$ cat config.mk
export PLATFORM = sky130hd
export DESIGN_NAME = replacement_selection_run_generator_unit
export DESIGN_NICKNAME = d
export VERILOG_FILES = /design/src/hw/rtl/rsrg_pkg.sv /design/src/hw/rtl/rsrg_scan.sv /design/src/hw/rtl/rsrg_out.sv /design/src/hw/rtl/replacement_selection_run_generator_unit.sv
export SDC_FILE = /design/constraint.sdc
export NUM_CORES = 1
export LEC_CHECK = 0
export BUFFER_PORTS_ARGS = -buffer_cell sky130_fd_sc_hd__buf_2
export CORE_MARGIN = 2
export CORE_UTILIZATION = 50
export CTS_BUF_LIST = sky130_fd_sc_hd__clkbuf_8 sky130_fd_sc_hd__clkbuf_16
export CTS_CLUSTER_SIZE = 25
export DETAILED_ROUTE_END_ITERATION = 10
export PLACE_DENSITY = 0.65
export SLEW_MARGIN = 0
export SYNTH_ARGS = -nofsm -noshare
export SYNTH_HDL_FRONTEND = slang
export SYNTH_HIERARCHICAL = 1
export SYNTH_SLANG_ARGS = --single-unit
$ cat constraint.sdc
create_clock -name clk -period 10.1 [get_ports clk]
set_input_delay 0.505 -clock clk [delete_from_list [all_inputs] [get_ports clk]]
set_output_delay 0.505 -clock clk [all_outputs]
set_load 0.005 [all_outputs]
$ cat src/hw/rtl/rsrg_pkg.sv
// Shared types, sizes and the entry ordering for the replacement-selection run generator.
// Used by every other file in hw/rtl. It has no dependencies of its own.
`timescale 1ns / 1ps

package rsrg_pkg;

  // Workspace size and field widths.
  localparam int SLOTS     = 8;
  localparam int KEY_BITS  = 16;
  localparam int RUN_BITS  = 16;
  localparam int SLOT_BITS = (SLOTS > 1) ? $clog2(SLOTS) : 1;
  localparam int FILL_BITS = $clog2(SLOTS + 1);

  typedef logic [KEY_BITS-1:0]  key_t;
  typedef logic [SLOT_BITS-1:0] slot_idx_t;
  typedef logic [FILL_BITS-1:0] fill_t;
  typedef logic [RUN_BITS-1:0]  run_t;
  typedef logic [SLOTS-1:0]     slot_vec_t;

  // One workspace entry as seen on the scan read port.
  typedef struct packed {
    logic valid;
    logic next_run;
    key_t key;
  } entry_t;

  // Result of a winner scan. Done pulses for one cycle when the fields are final.
  typedef struct packed {
    logic      done;
    slot_idx_t idx;
    logic      next_run;
    key_t      key;
  } winner_t;

  // One result beat offered to the output stage.
  typedef struct packed {
    logic valid;
    key_t key;
    run_t run_index;
    logic run_end;
    logic last;
  } beat_t;

  // Entries of the current run come first, then the lower key wins.
  function automatic logic entry_less(input logic a_next, input key_t a_key,
                                      input logic b_next, input key_t b_key);
    logic res;
    if (a_next != b_next) begin
      res = !a_next;
    end else begin
      res = (a_key < b_key);
    end
    return res;
  endfunction

endpackage

$ cat src/hw/rtl/rsrg_scan.sv
// Winner scan: walks the workspace one slot per cycle through a single shared comparator.
// Depends on rsrg_pkg for the entry and winner types and the ordering function.
`timescale 1ns / 1ps

module rsrg_scan (
  input  logic               clk,
  input  logic               rst,
  input  logic               start,
  input  rsrg_pkg::entry_t   rd_entry,
  output rsrg_pkg::slot_idx_t rd_idx,
  output rsrg_pkg::winner_t  winner
);

  localparam rsrg_pkg::slot_idx_t LAST_IDX = rsrg_pkg::slot_idx_t'(rsrg_pkg::SLOTS - 1);

  logic                busy;
  logic                done;
  logic                have_best;
  rsrg_pkg::slot_idx_t idx;
  rsrg_pkg::slot_idx_t best_idx;
  logic                best_next;
  rsrg_pkg::key_t      best_key;
  logic                take;

  // The candidate replaces the current best if it is valid and orders lower.
  // Strict ordering keeps the lowest slot among equal entries.
  assign take = rd_entry.valid &&
                (!have_best || rsrg_pkg::entry_less(rd_entry.next_run, rd_entry.key,
                                                    best_next, best_key));

  assign rd_idx = idx;

  // Scan control: one slot per cycle, done pulses after the last slot.
  always_ff @(posedge clk) begin
    if (rst) begin
      busy      <= 1'b0;
      done      <= 1'b0;
      have_best <= 1'b0;
      idx       <= '0;
    end else begin
      done <= 1'b0;
      if (start) begin
        busy      <= 1'b1;
        have_best <= 1'b0;
        idx       <= '0;
      end else if (busy) begin
        if (take) begin
          have_best <= 1'b1;
        end
        if (idx == LAST_IDX) begin
          busy <= 1'b0;
          done <= 1'b1;
        end else begin
          idx <= idx + 1'b1;
        end
      end
    end
  end

  // Best-so-far payload.
  always_ff @(posedge clk) begin
    if (busy && !start && take) begin
      best_idx  <= idx;
      best_next <= rd_entry.next_run;
      best_key  <= rd_entry.key;
    end
  end

  assign winner.done     = done;
  assign winner.idx      = best_idx;
  assign winner.next_run = best_next;
  assign winner.key      = best_key;

  // A scan raises done once it has examined the last slot.
  a_done_after_last: assert property (@(posedge clk) disable iff (rst)
    busy && !start && (idx == LAST_IDX) |=> done)
    else $error("scan did not finish after the last slot");

  // Done is a single-cycle pulse.
  a_done_pulse: assert property (@(posedge clk) disable iff (rst)
    done |=> !done)
    else $error("scan done held longer than one cycle");

  // While scanning, the best index never runs ahead of the walk.
  a_best_behind: assert property (@(posedge clk) disable iff (rst)
    busy && have_best |-> best_idx < idx || best_idx == idx)
    else $error("best slot ahead of scan position");

endmodule

$ cat src/hw/rtl/rsrg_out.sv
// Output register: holds one result beat so the sequencer can run while the receiver stalls.
// Depends on rsrg_pkg for the beat type and field widths.
`timescale 1ns / 1ps

module rsrg_out (
  input  logic                clk,
  input  logic                rst,
  input  rsrg_pkg::beat_t     beat,
  output logic                free,
  output logic                out_valid,
  input  logic                out_ready,
  output rsrg_pkg::key_t      out_key,
  output rsrg_pkg::run_t      run_index,
  output logic                run_end,
  output logic                last
);

  // The register can take a new beat when empty or when its beat leaves this cycle.
  assign free = !out_valid || out_ready;

  always_ff @(posedge clk) begin
    if (rst) begin
      out_valid <= 1'b0;
    end else if (free) begin
      out_valid <= beat.valid;
    end
  end

  // Payload loads only with a new beat.
  always_ff @(posedge clk) begin
    if (free && beat.valid) begin
      out_key   <= beat.key;
      run_index <= beat.run_index;
      run_end   <= beat.run_end;
      last      <= beat.last;
    end
  end

endmodule

$ cat src/hw/rtl/replacement_selection_run_generator_unit.sv
// Replacement-selection run generator for external merge sort: workspace, sequencer, top level.
// Depends on rsrg_pkg, rsrg_scan and rsrg_out.
`timescale 1ns / 1ps

// Usage:
// The input channel (in_valid/in_ready) takes one beat per item: a key, or end_of_input.
// The output channel (out_valid/out_ready) carries result beats: emitted keys and run-end
// markers, with last set on the final beat that an item causes.
// The first SLOTS keys fill the workspace and produce no beat.
// Each later key is accepted, then a winner scan walks the workspace one slot per cycle
// through one shared comparator, then the winning key is emitted; a run-end beat follows
// when the run ends.
// end_of_input flushes the workspace: each emitted key takes a full scan and then its emit,
// with a run-end beat where the run changes and one at the end. The block then returns
// to its reset state; an empty workspace gives no beats.
// in_ready is high only while the sequencer is idle, so one item is worked at a time.
// A one-beat output register decouples the receiver; when it stalls, the sequencer waits
// at its next emit and the workspace holds.
// Reset (rst, synchronous) empties the workspace and sets the run number to one.
module replacement_selection_run_generator_unit (
  input  logic                clk,
  input  logic                rst,
  input  logic                in_valid,
  output logic                in_ready,
  input  rsrg_pkg::key_t      in_key,
  input  logic                end_of_input,
  output logic                out_valid,
  input  logic                out_ready,
  output rsrg_pkg::key_t      out_key,
  output rsrg_pkg::run_t      run_index,
  output logic                run_end,
  output logic                last
);

  localparam logic [2:0] ST_IDLE  = 3'd0;
  localparam logic [2:0] ST_NSCAN = 3'd1;
  localparam logic [2:0] ST_NEMIT = 3'd2;
  localparam logic [2:0] ST_NREND = 3'd3;
  localparam logic [2:0] ST_FSCAN = 3'd4;
  localparam logic [2:0] ST_FREND = 3'd5;
  localparam logic [2:0] ST_FEMIT = 3'd6;
  localparam logic [2:0] ST_FEND  = 3'd7;

  localparam rsrg_pkg::fill_t FILL_FULL = rsrg_pkg::fill_t'(rsrg_pkg::SLOTS);
  localparam rsrg_pkg::run_t  RUN_FIRST = rsrg_pkg::run_t'(1);

  logic [2:0]          state;
  logic [2:0]          state_next;

  rsrg_pkg::key_t      slot_key [rsrg_pkg::SLOTS];
  rsrg_pkg::slot_vec_t slot_valid;
  rsrg_pkg::slot_vec_t slot_next_run;
  rsrg_pkg::fill_t     fill_count;
  rsrg_pkg::run_t      run_counter;
  rsrg_pkg::key_t      hold_key;

  rsrg_pkg::slot_idx_t rd_idx;
  rsrg_pkg::entry_t    rd_entry;
  rsrg_pkg::winner_t   winner;
  rsrg_pkg::beat_t     beat;
  logic                out_free;

  rsrg_pkg::slot_vec_t win_onehot;
  logic                new_next;
  logic                run_done;
  logic                scan_start;
  logic                hold_load;
  logic                wr_en;
  rsrg_pkg::slot_idx_t wr_idx;
  rsrg_pkg::key_t      wr_key;
  logic                wr_next;
  logic                fill_inc;
  logic                clr_valid;
  logic                adv_run;
  logic                reset_all;

  assign in_ready = (state == ST_IDLE);

  // Scan read port.
  assign rd_entry.valid    = slot_valid[rd_idx];
  assign rd_entry.next_run = slot_next_run[rd_idx];
  assign rd_entry.key      = slot_key[rd_idx];

  rsrg_scan u_scan (
    .clk      (clk),
    .rst      (rst),
    .start    (scan_start),
    .rd_entry (rd_entry),
    .rd_idx   (rd_idx),
    .winner   (winner)
  );

  // Replacement decision: the new key goes to the next run if it is below the emitted key.
  // The run ends when every entry left then belongs to the next run.
  assign win_onehot = rsrg_pkg::slot_vec_t'(1) << winner.idx;
  assign new_next   = (hold_key < winner.key);
  assign run_done   = new_next && (&(slot_next_run | win_onehot));

  // Sequencer.
  always_comb begin
    state_next = state;
    scan_start = 1'b0;
    hold_load  = 1'b0;
    wr_en      = 1'b0;
    wr_idx     = winner.idx;
    wr_key     = hold_key;
    wr_next    = 1'b0;
    fill_inc   = 1'b0;
    clr_valid  = 1'b0;
    adv_run    = 1'b0;
    reset_all  = 1'b0;
    beat.valid     = 1'b0;
    beat.key       = '0;
    beat.run_index = run_counter;
    beat.run_end   = 1'b0;
    beat.last      = 1'b0;
    case (state)
      ST_IDLE: begin
        if (in_valid) begin
          if (end_of_input) begin
            if (|slot_valid) begin
              scan_start = 1'b1;
              state_next = ST_FSCAN;
            end else begin
              reset_all = 1'b1;
            end
          end else if (fill_count < FILL_FULL) begin
            wr_en    = 1'b1;
            wr_idx   = fill_count[rsrg_pkg::SLOT_BITS-1:0];
            wr_key   = in_key;
            fill_inc = 1'b1;
          end else begin
            hold_load  = 1'b1;
            scan_start = 1'b1;
            state_next = ST_NSCAN;
          end
        end
      end
      ST_NSCAN: begin
        if (winner.done) begin
          state_next = ST_NEMIT;
        end
      end
      ST_NEMIT: begin
        if (out_free) begin
          beat.valid = 1'b1;
          beat.key   = winner.key;
          beat.last  = !run_done;
          wr_en      = 1'b1;
          wr_next    = new_next;
          state_next = run_done ? ST_NREND : ST_IDLE;
        end
      end
      ST_NREND: begin
        if (out_free) begin
          beat.valid   = 1'b1;
          beat.run_end = 1'b1;
          beat.last    = 1'b1;
          adv_run      = 1'b1;
          state_next   = ST_IDLE;
        end
      end
      ST_FSCAN: begin
        if (winner.done) begin
          state_next = winner.next_run ? ST_FREND : ST_FEMIT;
        end
      end
      ST_FREND: begin
        if (out_free) begin
          beat.valid   = 1'b1;
          beat.run_end = 1'b1;
          adv_run      = 1'b1;
          state_next   = ST_FEMIT;
        end
      end
      ST_FEMIT: begin
        if (out_free) begin
          beat.valid = 1'b1;
          beat.key   = winner.key;
          clr_valid  = 1'b1;
          if (|(slot_valid & ~win_onehot)) begin
            scan_start = 1'b1;
            state_next = ST_FSCAN;
          end else begin
            state_next = ST_FEND;
          end
        end
      end
      ST_FEND: begin
        if (out_free) begin
          beat.valid   = 1'b1;
          beat.run_end = 1'b1;
          beat.last    = 1'b1;
          reset_all    = 1'b1;
          state_next   = ST_IDLE;
        end
      end
      default: begin
        state_next = ST_IDLE;
      end
    endcase
  end

  always_ff @(posedge clk) begin
    if (rst) begin
      state <= ST_IDLE;
    end else begin
      state <= state_next;
    end
  end

  // Workspace tags, fill count and run number.
  always_ff @(posedge clk) begin
    if (rst || reset_all) begin
      slot_valid    <= '0;
      slot_next_run <= '0;
      fill_count    <= '0;
      run_counter   <= RUN_FIRST;
    end else begin
      if (wr_en) begin
        slot_valid[wr_idx]    <= 1'b1;
        slot_next_run[wr_idx] <= wr_next;
      end
      if (clr_valid) begin
        slot_valid[winner.idx] <= 1'b0;
      end
      if (adv_run) begin
        slot_next_run <= '0;
        run_counter   <= run_counter + 1'b1;
      end
      if (fill_inc) begin
        fill_count <= fill_count + 1'b1;
      end
    end
  end

  // Workspace keys and the held input key.
  always_ff @(posedge clk) begin
    if (wr_en) begin
      slot_key[wr_idx] <= wr_key;
    end
    if (hold_load) begin
      hold_key <= in_key;
    end
  end

  rsrg_out u_out (
    .clk       (clk),
    .rst       (rst),
    .beat      (beat),
    .free      (out_free),
    .out_valid (out_valid),
    .out_ready (out_ready),
    .out_key   (out_key),
    .run_index (run_index),
    .run_end   (run_end),
    .last      (last)
  );

  // The fill count never passes the workspace size.
  a_fill_bound: assert property (@(posedge clk) disable iff (rst)
    fill_count <= FILL_FULL)
    else $error("fill count beyond workspace size");

  // A full workspace outside a flush has every slot occupied.
  a_full_valid: assert property (@(posedge clk) disable iff (rst)
    (state == ST_IDLE || state == ST_NSCAN || state == ST_NEMIT) &&
    (fill_count == FILL_FULL) |-> (&slot_valid))
    else $error("full workspace has an empty slot");

  // A scan result only arrives while the sequencer waits for one.
  a_done_in_scan: assert property (@(posedge clk) disable iff (rst)
    winner.done |-> (state == ST_NSCAN || state == ST_FSCAN))
    else $error("scan finished outside a scan state");

  // The flush only emits an occupied slot.
  a_flush_valid: assert property (@(posedge clk) disable iff (rst)
    (state == ST_FEMIT) |-> slot_valid[winner.idx])
    else $error("flush emits an empty slot");

  // A run-end beat carries a zero key.
  a_run_end_key: assert property (@(posedge clk) disable iff (rst)
    out_valid && run_end |-> (out_key == '0))
    else $error("run-end beat with nonzero key");

endmodule
==> key figures <==
Critical path
  • Crit path cell chain: buf_4 -> mux4_2 -> mux2_2 -> ha_1 -> a21oi_1 -> nor2_1 -> a2111oi_0 -> o211ai_1 -> a31oi_2 -> buf_4
  • Most used cell, CP: buf_4
  • Critical Path Max Stage Delay: 0.60 ns
  • Reg2reg end: u_scan/best_idx[2]
  • Worst r2r src: u_scan/rd_idx[0]
  • Crit end category: flip-flop
  • CP max stage cell: buf_4
  • FF-to-FF setup slack: 6.03 ns
  • CP Buf/Inv Count: 2
  • Delay-heaviest family, CP: compound AO/OA/AOI/OAI gates
  • Worst-case reg-to-reg path depth: 10
  • Crit start category: flip-flop
  • Max Fanout on Critical Path: 39
  • Kind of critical path: flip-flop to flip-flop
  • Worst Path Required: 10.30 ns
  • Worst EP arrival: 4.27 ns

STA
  • Hold Vio Cnt, Final: 0
  • Fin worst setup slack: 6.03 ns
  • RSZ-0062 raised after global routing: false
  • Fin Clk Skew: 0.0203 ns
  • Post-layout min period: 4.07 ns
  • Setup TNS: 0 ns
  • Max-slew violation count: 0
  • Slew margin rel.: 29.9%
  • Tcrit/Tclk final: 40.3%
  • Worst Tran Pin Value: 1.05 ns
  • Count of final setup violators: 0
  • Fmax: 246 MHz

Power
  • Clock power share: 42.6%
  • P per Cell Area: 175 nW/um^2
  • Flop pwr share: 52.9%
  • Comb power frac: 4.5%
  • Sw frac: 20.7%
  • Power Total: 2080 uW
  • Maximum VDD drop: 0.101 mV
  • Leakage power: 0.00426 uW
  • P_int: 1650 uW
  • P_sw: 430 uW

Placed design
  • Dpl cell area: 11,100 sq um
  • Setup WS pre-CTS: 5.96 ns
  • Input/output buffers: 56
  • RePlAce Congestion: 0.841
  • DP HPWL: 14.8 mm

Synth
  • Synth warn: 6
  • Syn Inst Count: 746
  • Primary FF master, synth: edfxtp_1
  • Async set-reset flop share out of synthesis: 0%
  • Mean Syn Cell Area: 14.1 sq um
  • Yosys top cell by area: edfxtp_1
  • Sequential share of the synthesized area: 65.5%
  • Syn Nets: 801
  • EDFF count, synth: 198
  • Mapped Area: 10,500 sq um
  • Most common library cells after synthesis: edfxtp_1, nand2_1, nor2_1
  • Most common cell in the netlist: edfxtp_1
  • FF+latch count, synth: 244
  • Synth unique cells: 63
  • Top cell type's share of synthesized area: 56.7%
  • Synth area leaders: edfxtp_1, dfxtp_1, mux4_2, ha_1, nand2_1

Clock tree
  • CTS tree: built
  • Clk slew on worst S/H paths: 0.06 ns
  • Postcts setup bufs: 0
  • H-tree levels: 1
  • # hold bufs at CTS: 0
  • Num CTS Buffers: 25
  • Root buf cell: clkbuf_16
  • Clk sinks: 244
  • CTS Buffer Depth: 3
  • Post-CTS sizing: 0
  • Worst-skew pair later-pin latency: 0.52 ns

Final layout
  • Diode count: 0
  • Final Cell Area: 11,900 sq um
  • Layout cells sized above 1: 21.6%
  • Layout Nets: 869
  • Area Growth Syn to Fin: 13.5%

GRT
  • Grt total ovfl: 0
  • Initial antenna violation count: 0
  • Vias in the first global route: 6,264
  • Largest net degree at the start of global routing: 40
  • GRT Total Usage: 20.8%
  • First-pass GRT wire length: 35.3 mm

Detailed routing
  • Antenna viol nets, final: 0
  • Post-DR vias/cell: 5.81
  • Routed wire length: 22.5 mm
  • Detailed-route via count: 6,405
  • Drt wl/cell: 20.4 um
  • TritonRoute pass-1 iters: 5
  • DR iter-0 viols: 430
  • Drt drc: 0

Die
  • Rows: 52
  • Initial Util: 51.4%
  • Die Height: 149 um
  • Placeable core region: 20,400 sq um
  • Die area: 22,200 sq um
  • IO Count: 57
  • Die Width: 149 um

Worst hold path
  • HP Class: primary input to flip-flop
  • Hold Path Sink: hold_key[6]
  • HP Start: in_key[6]
  • Hold Crit Depth: 1

Run
  • Max Cap Violations: 0

Status
  • Status: finished, final reports clean
==> per-stage QoR <==
stage,std cells,hold WS [ns],util [%]
global placement,1057,0.442,54.4
detailed placement,1057,0.462,54.4
finish,1103,0.171,58.3
CTS,1103,0.149,58.3
floorplan,746,0.429,-
global route,1103,0.158,58.3
==> how the worst max path moves through the flow <==
stage | cells after the start | slack (ns) | from | endpoint
floorplan | 10 | 5.71 | u_scan/rd_idx[0] | u_scan/best_idx[0]
global placement | 10 | 6.13 | u_scan/rd_idx[0] | u_scan/best_idx[0]
detailed placement | 10 | 5.96 | u_scan/rd_idx[0] | u_scan/best_key[0]
CTS | 10 | 5.98 | u_scan/rd_idx[0] | u_scan/best_idx[2]
global route | 10 | 5.75 | u_scan/rd_idx[0] | u_scan/best_idx[2]
finish | 10 | 6.03 | u_scan/rd_idx[0] | u_scan/best_idx[2]
==> per-layer routing <==
metal,routed length [um],vias to the layer above,GRT usage [%]
met1,9990,3224,29.5
met3,1460,19,2.87
li1,-,2952,-
met2,10800,210,34.6
met5,0,-,0
met4,265,0,4.52
==> final cells by class <==
cell class	count	area, sq um
multi-input combinational	433	3360
timing repair buffer	72	400
clock buffer	27	653
tap	270	338
fill	1605	8520
sequential	244	6870
clock inverter	19	146
inverter	38	143
==> cell usage in the layout, fill, tap and decap left out, drive strengths merged, types with 3 or more instances in the layout <==
master  synthesis  final
a211oi          3      3
a21oi          32     32
a311oi          5      5
a31oi           5      5
and2            3      3
and4            3      3
buf            13     72
clkbuf         18     27
clkinv          0     10
dfxtp          46     46
edfxtp        198    198
ha             34     34
inv            38     43
mux2           18     18
mux2i           5      5
mux4           36     36
nand2          82     82
nand2b          5      5
nand3          11     11
nand4          10     10
nor2           68     68
nor2b           6      6
nor3           16     16
nor4            5      5
nor4b           3      3
nor4bb          4      4
o21ai          20     20
or3             6      6
or4             4      4
xnor2           7      7
xor2            9      9
==> cell families (layout without fill, tap and decap cells) <==
| logic type | after synthesis | after routing | synth area share [%] |
|---|---|---|---|
| flops | 244 | 244 | 65.5 |
| simple gates | 238 | 238 | 11.2 |
| compound gates | 86 | 86 | 5.15 |
| buf+inv | 69 | 156 | 2.67 |
| mux | 59 | 59 | 10.1 |
| fa+ha+maj | 34 | 34 | 4.05 |
| xor+xnor | 16 | 16 | 1.34 |
==> power groups by stage <==
stage               Combinational [uW]  Clock, uW  Sequential [uW]
finish                            93.9        886             1100
global route                       103        941             1100
CTS                               93.7        903             1100
detailed placement                93.2          0             1120
global placement                  90.3          0             1120
floorplan                         65.6          0             1120
==> registers in the layout (all words and copies together) (netlist names) <==
name,cells
u_scan/best_next,1
u_scan/rd_idx,3
u_out/last,1
u_scan/best_key,16
u_scan/busy,1
u_scan/have_best,1
u_out/run_index,16
fill_count,4
state,3
slot_key,128
slot_next_run,8
u_scan/done,1
run_counter,16
u_out/run_end,1
hold_key,16
u_scan/best_idx,3
u_out/out_valid,1
u_out/out_key,16
slot_valid,8
Note: power is estimated with default switching activity, not from simulation.
